$ cat config.mk
export PLATFORM = sky130hd
export DESIGN_NAME = tape_pulse_encoder
export DESIGN_NICKNAME = d
export VERILOG_FILES = /design/src/rtl/core/tpe_pkg.sv /design/src/rtl/core/tape_pulse_encoder.sv /design/src/rtl/core/tpe_cfg.sv /design/src/rtl/core/tpe_engine.sv
export SDC_FILE = /design/constraint.sdc
export NUM_CORES = 1
export LEC_CHECK = 0
export BUFFER_PORTS_ARGS = -buffer_cell sky130_fd_sc_hd__buf_2
export CAP_MARGIN = 0
export CORE_MARGIN = 5
export CORE_UTILIZATION = 45
export CTS_BUF_LIST = sky130_fd_sc_hd__clkbuf_16
export CTS_CLUSTER_SIZE = 20
export DETAILED_ROUTE_END_ITERATION = 10
export GPL_TIMING_DRIVEN = 0
export SLEW_MARGIN = 10
export SYNTH_ARGS = -nofsm -noshare
export SYNTH_HDL_FRONTEND = slang
export SYNTH_HIERARCHICAL = 1
export SYNTH_SLANG_ARGS = --single-unit
$ cat constraint.sdc
create_clock -name clock -period 9.85 [get_ports clock]
set_input_delay 1.97 -clock clock [delete_from_list [all_inputs] [get_ports clock]]
set_output_delay 1.97 -clock clock [all_outputs]
set_load 0.02 [all_outputs]
$ cat src/rtl/core/tpe_pkg.sv
// shared types, codes and reset values of the tape pulse encoder
package tpe_pkg;

   // item kinds carried in the request tuser
   typedef enum logic [1:0] {
      MODE_START = 2'd0,
      MODE_BYTE  = 2'd1,
      MODE_TICK  = 2'd2,
      MODE_NONE  = 2'd3
   } mode_type;

   // block phases
   typedef enum logic [2:0] {
      PH_IDLE  = 3'd0,
      PH_PILOT = 3'd1,
      PH_SYNC1 = 3'd2,
      PH_SYNC2 = 3'd3,
      PH_DATA  = 3'd4,
      PH_PAUSE = 3'd5
   } phase_type;

   // configuration register indexes
   typedef enum logic [2:0] {
      CSR_PILOT_PULSES = 3'd0,
      CSR_PILOT_LEN    = 3'd1,
      CSR_SYNC1_LEN    = 3'd2,
      CSR_SYNC2_LEN    = 3'd3,
      CSR_ZERO_LEN     = 3'd4,
      CSR_ONE_LEN      = 3'd5,
      CSR_PAUSE_LEN    = 3'd6,
      CSR_UNUSED       = 3'd7
   } csr_index_type;

   localparam int CSR_ADDR_W = 3;
   localparam int CSR_DATA_W = 16;
   localparam int COUNT_W    = 16;
   localparam int LEN_W      = 12;

   localparam logic [COUNT_W-1:0] RST_PILOT_PULSES = 16'd8064;
   localparam logic [LEN_W-1:0]   RST_PILOT_LEN    = 12'd28;
   localparam logic [LEN_W-1:0]   RST_SYNC1_LEN    = 12'd9;
   localparam logic [LEN_W-1:0]   RST_SYNC2_LEN    = 12'd10;
   localparam logic [LEN_W-1:0]   RST_ZERO_LEN     = 12'd11;
   localparam logic [LEN_W-1:0]   RST_ONE_LEN      = 12'd22;
   localparam logic [COUNT_W-1:0] RST_PAUSE_LEN    = 16'd44100;

   // configuration bundle from the register file to the engine
   typedef struct packed {
      logic [COUNT_W-1:0] pilot_pulses;
      logic [LEN_W-1:0]   pilot_len;
      logic [LEN_W-1:0]   sync_first_len;
      logic [LEN_W-1:0]   sync_second_len;
      logic [LEN_W-1:0]   zero_len;
      logic [LEN_W-1:0]   one_len;
      logic [COUNT_W-1:0] pause_len;
   } cfg_type;

   // one result word
   typedef struct packed {
      logic      sample_valid;
      logic      level;
      logic      byte_request;
      logic      underrun;
      phase_type phase;
      logic      block_end;
   } result_type;

endpackage

$ cat src/rtl/core/tape_pulse_encoder.sv
// top level of the tape pulse encoder: register file, engine and result register
// Turns one tape block into a one-bit sample stream: a start word opens the block
// at level 0, then come the pilot tone, two sync pulses, the data bytes msb first
// (two short pulses for a zero bit, two long for a one) and a closing pause pulse,
// the level toggling at each pulse end. Every request word gives exactly one
// response word in the cycle after it is taken; sample words are tick requests.
// Throughput is one word per clock: the whole update is a counter increment, one
// compare against the pulse length and the phase step, between the block state
// and the response register, which lets a new word in whenever it is empty or
// being drained in the same cycle. Pulse lengths are sample counts; the user must
// write registers only while the block is quiet, which the block does not enforce.
module tape_pulse_encoder (
   input  logic                           clock,
   input  logic                           reset,
   // request stream
   input  logic                           req_tvalid,
   output logic                           req_tready,
   input  logic [7:0]                     req_tdata,   // [7:0] data_byte
   input  logic [1:0]                     req_tuser,   // [1:0] mode
   input  logic                           req_tlast,   // last_byte
   // response stream
   output logic                           rsp_tvalid,
   input  logic                           rsp_tready,
   output logic [7:0]                     rsp_tdata,   // [0] level, [1] byte_request,
                                                       // [2] underrun, [5:3] phase,
                                                       // [7:6] zero
   output logic                           rsp_tuser,   // sample_valid
   output logic                           rsp_tlast,   // block_end
   // configuration writes
   input  logic                           csr_we,
   input  logic [tpe_pkg::CSR_ADDR_W-1:0] csr_addr,
   input  logic [tpe_pkg::CSR_DATA_W-1:0] csr_wdata
);
   import tpe_pkg::*;

   cfg_type    cfg;
   result_type result;
   result_type rsp_ff;
   logic       rsp_valid_ff;
   logic       accept;

   // take a word whenever the response slot is free or being emptied
   assign req_tready = !rsp_valid_ff || rsp_tready;
   assign accept     = req_tvalid && req_tready;

   tpe_cfg u_cfg (
      .clock     (clock),
      .reset     (reset),
      .csr_we    (csr_we),
      .csr_addr  (csr_addr),
      .csr_wdata (csr_wdata),
      .cfg       (cfg)
   );

   tpe_engine u_engine (
      .clock     (clock),
      .reset     (reset),
      .accept    (accept),
      .mode      (req_tuser),
      .data_byte (req_tdata),
      .last_byte (req_tlast),
      .cfg       (cfg),
      .result    (result)
   );

   // response register, valid flag cleared on reset
   always_ff @(posedge clock) begin
      if (reset) begin
         rsp_valid_ff <= 1'b0;
      end else if (req_tready) begin
         rsp_valid_ff <= req_tvalid;
      end
   end

   // payload needs no reset
   always_ff @(posedge clock) begin
      if (accept) begin
         rsp_ff <= result;
      end
   end

   assign rsp_tvalid = rsp_valid_ff;
   assign rsp_tdata  = {2'b00, rsp_ff.phase, rsp_ff.underrun, rsp_ff.byte_request,
                        rsp_ff.level};
   assign rsp_tuser  = rsp_ff.sample_valid;
   assign rsp_tlast  = rsp_ff.block_end;

   // underrun only on a data-phase sample
   a_underrun_data: assert property (@(posedge clock) disable iff (reset)
      rsp_valid_ff && rsp_ff.underrun |-> rsp_ff.sample_valid && rsp_ff.phase == PH_DATA)
      else $error("underrun outside a data-phase sample");

   // the block ends only on a pause sample
   a_end_in_pause: assert property (@(posedge clock) disable iff (reset)
      rsp_valid_ff && rsp_ff.block_end |-> rsp_ff.sample_valid && rsp_ff.phase == PH_PAUSE)
      else $error("block end outside the pause phase");

   // a start word always answers in the pilot phase at level zero
   a_start_pilot: assert property (@(posedge clock) disable iff (reset)
      accept && req_tuser == MODE_START |=> rsp_ff.phase == PH_PILOT && !rsp_ff.level)
      else $error("start word did not open the pilot phase");

   // a stalled response keeps the slot closed to new words
   a_stall_blocks: assert property (@(posedge clock) disable iff (reset)
      rsp_valid_ff && !rsp_tready |-> !req_tready)
      else $error("request taken while response slot is full");

endmodule

$ cat src/rtl/core/tpe_cfg.sv
// configuration register file of the tape pulse encoder
module tpe_cfg (
   input  logic                             clock,
   input  logic                             reset,
   input  logic                             csr_we,
   input  logic [tpe_pkg::CSR_ADDR_W-1:0]   csr_addr,
   input  logic [tpe_pkg::CSR_DATA_W-1:0]   csr_wdata,
   output tpe_pkg::cfg_type                 cfg
);
   import tpe_pkg::*;

   cfg_type cfg_ff;

   always_ff @(posedge clock) begin
      if (reset) begin
         cfg_ff.pilot_pulses    <= RST_PILOT_PULSES;
         cfg_ff.pilot_len       <= RST_PILOT_LEN;
         cfg_ff.sync_first_len  <= RST_SYNC1_LEN;
         cfg_ff.sync_second_len <= RST_SYNC2_LEN;
         cfg_ff.zero_len        <= RST_ZERO_LEN;
         cfg_ff.one_len         <= RST_ONE_LEN;
         cfg_ff.pause_len       <= RST_PAUSE_LEN;
      end else if (csr_we) begin
         case (csr_index_type'(csr_addr))
            CSR_PILOT_PULSES: cfg_ff.pilot_pulses    <= csr_wdata;
            CSR_PILOT_LEN:    cfg_ff.pilot_len       <= csr_wdata[LEN_W-1:0];
            CSR_SYNC1_LEN:    cfg_ff.sync_first_len  <= csr_wdata[LEN_W-1:0];
            CSR_SYNC2_LEN:    cfg_ff.sync_second_len <= csr_wdata[LEN_W-1:0];
            CSR_ZERO_LEN:     cfg_ff.zero_len        <= csr_wdata[LEN_W-1:0];
            CSR_ONE_LEN:      cfg_ff.one_len         <= csr_wdata[LEN_W-1:0];
            CSR_PAUSE_LEN:    cfg_ff.pause_len       <= csr_wdata;
            default: ;
         endcase
      end
   end

   assign cfg = cfg_ff;

endmodule

$ cat src/rtl/core/tpe_engine.sv
// block state and per-word next-state and result logic
module tpe_engine (
   input  logic                 clock,
   input  logic                 reset,
   input  logic                 accept,
   input  logic [1:0]           mode,
   input  logic [7:0]           data_byte,
   input  logic                 last_byte,
   input  tpe_pkg::cfg_type     cfg,
   output tpe_pkg::result_type  result
);
   import tpe_pkg::*;

   phase_type          phase_ff, phase_in;
   logic [COUNT_W-1:0] pulse_ff, pulse_in;
   logic [COUNT_W-1:0] sample_ff, sample_in;
   logic               level_ff, level_in;
   logic [7:0]         shift_ff, shift_in;
   logic [2:0]         bit_ff, bit_in;
   logic               half_ff, half_in;
   logic               held_ff, held_in;
   logic               final_ff, final_in;

   logic [COUNT_W-1:0] sample_inc;
   logic [COUNT_W:0]   pulse_inc;
   logic [COUNT_W-1:0] pulse_len;
   logic               cur_bit;
   logic               in_block_old;
   logic               in_block_new;

   assign cur_bit      = shift_ff[3'd7 - bit_ff];
   assign sample_inc   = sample_ff + 16'd1;
   assign pulse_inc    = {1'b0, pulse_ff} + 17'd1;
   assign in_block_old = (phase_ff >= PH_PILOT) && (phase_ff <= PH_DATA);
   assign in_block_new = (phase_in >= PH_PILOT) && (phase_in <= PH_DATA);

   // length of the pulse in progress; zero acts as one sample by the >= compare
   always_comb begin
      case (phase_ff)
         PH_PILOT: pulse_len = {4'd0, cfg.pilot_len};
         PH_SYNC1: pulse_len = {4'd0, cfg.sync_first_len};
         PH_SYNC2: pulse_len = {4'd0, cfg.sync_second_len};
         PH_DATA:  pulse_len = cur_bit ? {4'd0, cfg.one_len} : {4'd0, cfg.zero_len};
         PH_PAUSE: pulse_len = cfg.pause_len;
         default:  pulse_len = 16'd1;
      endcase
   end

   always_comb begin
      phase_in  = phase_ff;
      pulse_in  = pulse_ff;
      sample_in = sample_ff;
      level_in  = level_ff;
      shift_in  = shift_ff;
      bit_in    = bit_ff;
      half_in   = half_ff;
      held_in   = held_ff;
      final_in  = final_ff;

      result.sample_valid = 1'b0;
      result.level        = level_ff;
      result.underrun     = 1'b0;
      result.phase        = phase_ff;
      result.block_end    = 1'b0;

      case (mode_type'(mode))
         MODE_START: begin
            phase_in     = PH_PILOT;
            pulse_in     = '0;
            sample_in    = '0;
            level_in     = 1'b0;
            shift_in     = '0;
            bit_in       = '0;
            half_in      = 1'b0;
            held_in      = 1'b0;
            final_in     = 1'b0;
            result.level = 1'b0;
            result.phase = PH_PILOT;
         end
         MODE_BYTE: begin
            if (in_block_old && !held_ff) begin
               shift_in = data_byte;
               final_in = last_byte;
               bit_in   = '0;
               half_in  = 1'b0;
               held_in  = 1'b1;
            end
         end
         MODE_TICK: begin
            if ((phase_ff >= PH_PILOT) && (phase_ff <= PH_PAUSE)) begin
               result.sample_valid = 1'b1;
               if ((phase_ff == PH_DATA) && !held_ff) begin
                  result.underrun = 1'b1;
               end else begin
                  sample_in = sample_inc;
                  if (sample_inc >= pulse_len) begin
                     // pulse ends: toggle and move on
                     sample_in = '0;
                     level_in  = ~level_ff;
                     case (phase_ff)
                        PH_PILOT: begin
                           if (pulse_inc >= {1'b0, cfg.pilot_pulses}) begin
                              pulse_in = '0;
                              phase_in = PH_SYNC1;
                           end else begin
                              pulse_in = pulse_inc[COUNT_W-1:0];
                           end
                        end
                        PH_SYNC1: phase_in = PH_SYNC2;
                        PH_SYNC2: phase_in = PH_DATA;
                        PH_DATA: begin
                           if (!half_ff) begin
                              half_in = 1'b1;
                           end else begin
                              half_in = 1'b0;
                              if (bit_ff == 3'd7) begin
                                 bit_in  = '0;
                                 held_in = 1'b0;
                                 if (final_ff) begin
                                    phase_in = PH_PAUSE;
                                 end
                              end else begin
                                 bit_in = bit_ff + 3'd1;
                              end
                           end
                        end
                        PH_PAUSE: begin
                           phase_in         = PH_IDLE;
                           result.block_end = 1'b1;
                        end
                        default: ;
                     endcase
                  end
               end
            end
         end
         default: ;
      endcase

      result.byte_request = in_block_new && !held_in;
   end

   always_ff @(posedge clock) begin
      if (reset) begin
         phase_ff  <= PH_IDLE;
         pulse_ff  <= '0;
         sample_ff <= '0;
         level_ff  <= 1'b0;
         shift_ff  <= '0;
         bit_ff    <= '0;
         half_ff   <= 1'b0;
         held_ff   <= 1'b0;
         final_ff  <= 1'b0;
      end else if (accept) begin
         phase_ff  <= phase_in;
         pulse_ff  <= pulse_in;
         sample_ff <= sample_in;
         level_ff  <= level_in;
         shift_ff  <= shift_in;
         bit_ff    <= bit_in;
         half_ff   <= half_in;
         held_ff   <= held_in;
         final_ff  <= final_in;
      end
   end

endmodule

# Word-level counts from Yosys, hierarchy flattened
# Cells that the tools add are included.
[classes] mux=57 reduce_logical=31 n_lt_le_gt_ge=8 n_bitwise=4 addsub=4 n_eq_ne=21
[ops] op="$mux W16" n=8
[ops] op="$pmux W16 S5" n=1
[ops] op="$pmux W16 S2" n=2
[ops] op="$mux W3" n=14
[ops] op="$mux W1" n=21
[ops] op="$eq A3 B3 Y1 const B" n=6
[ops] op="$add A16 B1 Y17 const B" n=1
[ops] op="$ge A17 B16 Y1" n=1
[ops] op="$add A16 B1 Y16 const B" n=1
[ops] op="$ge A16 B16 Y1" n=1
[ops] op="$pmux W8 S2" n=1
[ops] op="$reduce_and A2 Y1" n=8
[ops] op="$pmux W3 S5" n=1
[ops] op="$eq A3 B2 Y1 const B" n=4
[ops] op="$mux W12" n=1
[ops] op="$ne A2 B1 Y1 const B" n=5
[ops] op="$le A3 B3 Y1 const B" n=3
[ops] op="$pmux W3 S3" n=1
[ops] op="$mux W8" n=1
[ops] op="$reduce_and A8 Y1" n=1
[ops] op="$logic_and A1 B1 Y1" n=7
[ops] op="$reduce_and A7 Y1" n=1
[ops] op="$eq A3 B1 Y1 const B" n=2
[ops] op="$ge A3 B1 Y1 const B" n=2
[ops] op="other kinds (22)" n=31
[word_totals] output_inout_bits=12 wordCells=148 in_bits=35 register_bits=151

# Longest topological paths before layout
[logic_depth] word_depth=13 ltp_mapped=18 depth_no_buf=15

# Hierarchy
# The synthesis kept the hierarchy.
[modules_own_cells] mod="tpe_engine" cells_each=582 area_each_um2=4316.6 n_inst=1 seq_area_each_um2=1001.0
[modules_own_cells] mod="tpe_cfg" cells_each=342 area_each_um2=3663.5 n_inst=1 seq_area_each_um2=1841.8
[modules_own_cells] mod="tape_pulse_encoder" cells_each=16 area_each_um2=314.1 n_inst=1 seq_area_each_um2=260.2

# Least setup slack after synthesis
# Ideal clock, no wire load.
[synth_timing] path_type="input-to-output" from="input port rsp_tready" to="output port req_tready" arrival_ns=2.127 path_stages=1 required_ns=7.880 path_buffers=0 path_slack_ns=5.753 path_cell_list="nand2b_4"
[synth_via] elab_chain_len=1
[synth_lines] item="start, declared" line="tape_pulse_encoder.sv:23" text="input logic rsp_tready,"
[synth_lines] item="$logic_or A1 B1 Y1" line="tape_pulse_encoder.sv:43" text="assign req_tready = !rsp_valid_ff || rsp_tready;"
[synth_lines] item="end, declared" line="tape_pulse_encoder.sv:17" text="output logic req_tready,"
# Every way passes these cells.

# Final worst setup path
[layout_timing] from="register u_engine.bit_ff[0]" to="register u_engine.pulse_ff[3]"
[layout_via] elab_chain_len=8
[layout_lines] item="start, declared" line="tpe_engine.sv:19" text="logic [2:0] bit_ff, bit_in;"
[layout_lines] item="start signal, assigned" line="tpe_engine.sv:160" text="bit_ff <= bit_in;"
[layout_lines] item="$sub A3 B3 Y3" line="tpe_engine.sv:31" text="assign cur_bit = shift_ff[3'd7 - bit_ff];"
[layout_lines] item="$bmux W1 S3" line="tpe_engine.sv:31"
[layout_lines] item="$mux W1 (implied by the code)" line="tpe_engine.sv:31"
[layout_lines] item="$mux W12" line="tpe_engine.sv:43" text="PH_DATA: pulse_len = cur_bit ? {4'd0, cfg.one_len} : {4'd0, cfg.zero_len};"
[layout_lines] item="$pmux W16 S5" line="tpe_engine.sv:39" text="case (phase_ff)"
[layout_lines] item="$ge A16 B16 Y1" line="tpe_engine.sv:96" text="if (sample_inc >= pulse_len) begin"
[layout_lines] item="$ne A2 B1 Y1 (no line)"
[layout_lines] item="$reduce_and A6 Y1 (no line)"
[layout_lines] item="end signal, assigned" line="tpe_engine.sv:156" text="pulse_ff <= pulse_in;"
[layout_lines] item="end, declared" line="tpe_engine.sv:15" text="logic [COUNT_W-1:0] pulse_ff, pulse_in;"
# Every way passes these cells. The select of a mux whose other input is x is not followed.
# A chain may end at the register's enable or synchronous reset.

==> results.md <==
- Clock sinks: 151
- Int Power: 0.00106 W
- Fillers: 1,706
- EDFF count, synth: 8
- Hold Crit Endpoint: u_cfg/cfg[75]
- Insertion delay to the later sink of the worst-skew pair: 0.43 ns
- Comb power frac: 11.4%
- Cell Area, Synth: 8290 µm²
- Post-Syn Instances: 940
- Startpoint types: flip-flop
- Synth top area cells: dfxtp_1 (35%), mux2i_1 (14%), nand2b_1 (6.7%)
- Total setup buffers inserted after CTS: 0
- Number of remaining DRC errors: 0
- Ant diodes: 0
- Area grow syn2layout: 12.7%
- Pre-antenna DRT Iters: 5
- Total Routing Usage GR: 20.8%
- Status: finished clean
- Final setup viols: 0
- Yosys Warn Count: 6
- Worst Tran Pin Value: 1.02 ns
- Pleak: 4.00 nW
- R2r setup slk: 4.30 ns
- Reg-to-Reg Start: u_engine/bit_ff[0]
- Top Ports: 47
- Post-layout min period: 5.55 ns
- Setup TNS: 0 ns
- Synth async-reset ratio: 0%
- Row cnt: 49
- Final cycle utilization of the critical path: 56.4%
- Crit. End Element: flip-flop
- Post-CTS Hold Fix Bufs: 0
- Die ar.: 21,200 µm²
- Max Cap Viol: 0
- Syn_area_per_cell: 8.82 µm²
- Num CTS Buffers: 17
- Tot Pwr: 0.00144 W
- Vias/cell: 5.52
- Simple-Gate Fraction of Synth Area: 22.8%
- RSZ-0062 raised after global routing: no
- Ys flop type: dfxtp_1
- Top-count cell post-synth: dfxtp_1
- H-Tree Depth: 4
- CTS Buffer Depth: 2
- Global-route wire length before repair: 35,200 µm
- Worst setup path class: reg -> reg
- Mux share of post-synthesis cell area: 14.8%
- Reg clk slew, reported paths: 0.06 ns
- Total Wirelength: 22,100 µm
- Die span in x: 146 µm
- DP HPWL: 15,700 µm
- Endpoints failing hold: 0
- Clock network power share: 44.2%
- Total grt overflow: 0
- Port Buf Inserts: 40
- Pwr dens: 154 nW/µm²
- VDD IR max: 0.000142 V
- Part of the Yosys area used for sequential elements: 37.4%
- Post-Synth XOR/XNOR Area: 2.85%
- Register-to-Register Path Depth: 14
- Main combinational cell family by area after synthesis: simple AND/OR/NAND/NOR gates
- Initial Util: 45.9%
- Min-Delay Path Class: reg -> reg
- Core footprint: 18,100 µm²
- Post-DR wirelength/cell: 17.8 µm
- CP required: 10.22 ns
- Compound-Gate Fraction of Synth Area: 11.9%
- Max_slew headroom: 31.0%
- Fin nets: 1,071
- Hold Startpoint: u_cfg/cfg[75]
- Critical path arrival: 5.93 ns
- Post-cts sizing count: 0
- WHS Path Cells: 2
- Layout cell share with drive strength beyond 1: 11.6%
- Vias: 6,850
- Final Slew Violations: 0
- Die H: 146 µm
- Largest net degree at the start of global routing: 17
- Initial antenna violation count: 1
- Clock Skews: 0.00772 ns
- Clock root buffer: clkbuf_16
- Most frequent cells after synthesis: dfxtp_1 (143), mux2i_1 (116), nor2_1 (101)
- Placer Congestion: 0.838
- Crit Reg-Reg Endpoint: u_engine/pulse_ff[3]
- Sw Pwr: 0.000379 W
- Fmax: 0.180 GHz
- Synth cell types: 75
- Post-route ant nets: 0
- CTS tree: built
- DR iter-0 viols: 344
- Adder-cell area share of the yosys netlist: 5.43%
- Yosys top cell area share: 34.5%
- Worst Path Max Fanout: 10
- Synth Register Bits: 151
- Post-synth top area cell: dfxtp_1
- Sw Share: 26.4%
- Vias in the first global route: 6,449
- Sequential fraction of design power: 44.3%
-- critical path, stage by stage, from the launching register on --
cell	delay [ns]
dfxtp_1	0.46
mux4_2	0.55
mux2i_1	0.55
buf_2	0.49
mux2i_1	0.23
o21ai_0	0.08
o21ai_0	0.39
ha_1	0.33
a22o_1	0.24
nor3_2	0.09
o21ai_0	0.13
a211oi_1	0.83
o21ai_1	0.26
a21oi_1	0.63
a22o_1	0.24
-- sequential cells by signal, summed over array words and instances, names as in the netlist --
register / flops
u_cfg/cfg: 92
u_engine/shift_ff: 8
u_engine/final_ff: 1
u_engine/half_ff: 1
rsp_tuser: 1
u_engine/held_ff: 1
u_engine/phase_ff: 3
rsp_tdata: 6
u_engine/sample_ff: 16
rsp_tlast: 1
rsp_tvalid: 1
u_engine/pulse_ff: 16
u_engine/level_ff: 1
u_engine/bit_ff: 3
-- routing by layer --
metal | share of wire, % | GRT usage [%] | wire [µm] | up-vias
li1 | - | - | - | 3403
met2 | 44 | 32.2 | 9820 | 168
met5 | 0.059 | 0 | 13 | -
met1 | 49 | 29.5 | 10800 | 3257
met4 | 1.1 | 5.08 | 250 | 2
met3 | 5.4 | 4.86 | 1200 | 20
-- power groups by stage --
stage                     Clock [W]  Sequential (W)  Combinational (W)
after floorplan                   0        0.000653           0.000106
after global placement            0        0.000651           0.000162
after detailed placement          0        0.000651           0.000163
after CTS                  0.000645        0.000638           0.000164
after global routing       0.000673        0.000639           0.000179
final                      0.000636        0.000638           0.000165
-- worst max-delay path by stage --
stage,start,to
after floorplan,rsp_tready,req_tready
after CTS,u_engine/bit_ff[0],u_engine/pulse_ff[3]
after global routing,u_engine/bit_ff[0],u_engine/pulse_ff[14]
final,u_engine/bit_ff[0],u_engine/pulse_ff[3]
after global placement,u_engine/bit_ff[0],u_engine/pulse_ff[3]
after detailed placement,u_engine/bit_ff[0],u_engine/pulse_ff[3]
-- kinds of logic (layout without fill, tap and decap cells) --
family | after synthesis | count (layout)
flip-flops | 151 | 151
AND/OR/NAND/NOR | 366 | 366
other | 1 | 2
buffers and inverters | 84 | 156
multiplexers | 120 | 120
XOR/XNOR | 27 | 27
adder cells (fa/ha/maj) | 36 | 36
AO/OA/AOI/OAI | 155 | 155
-- cell type report --
cell class,instances,area [µm²],share of cell area [%]
multi-input combinational,706,4800,51.4
sequential,151,3100,33.2
clock buffer,17,425,4.55
buffer,62,308,3.29
tap,229,287,3.07
timing repair buffer,40,200,2.14
clock inverter,15,138,1.47
inverter,22,82.6,0.883
-- per-stage QoR --
step                hold WS, ns  std cells  instance area (µm²)  setup slack, ns  util [%]
floorplan                 0.445        941                 8300             5.75         -
global placement          0.457       1210                 8780             4.35      48.6
detailed placement        0.460       1210                 8780             4.35      48.6
CTS                       0.473       1242                 9350             4.32      51.7
global route              0.490       1242                 9350             3.93      51.7
finish                    0.473       1242                 9350             4.30      51.7
-- layout by cell type (no fill, tap or decap), drive strengths merged, types with 3 or more instances in the layout --
cell type / count
nand2b: 90
a21oi: 47
buf: 68
edfxtp: 8
and2: 4
a311oi: 12
o31ai: 4
xnor2: 16
and3: 9
nor2b: 11
clkbuf: 51
a22oi: 3
a211oi: 5
or3b: 7
nand3: 23
nand4b: 3
nor2: 102
or2: 3
xor2: 11
o21ai: 46
ha: 36
nor3: 10
clkinv: 3
or3: 3
nand2: 82
a21o: 3
mux2i: 116
inv: 31
nand4: 7
dfxtp: 143
o211ai: 12
Note: power is estimated with default switching activity, not from simulation.
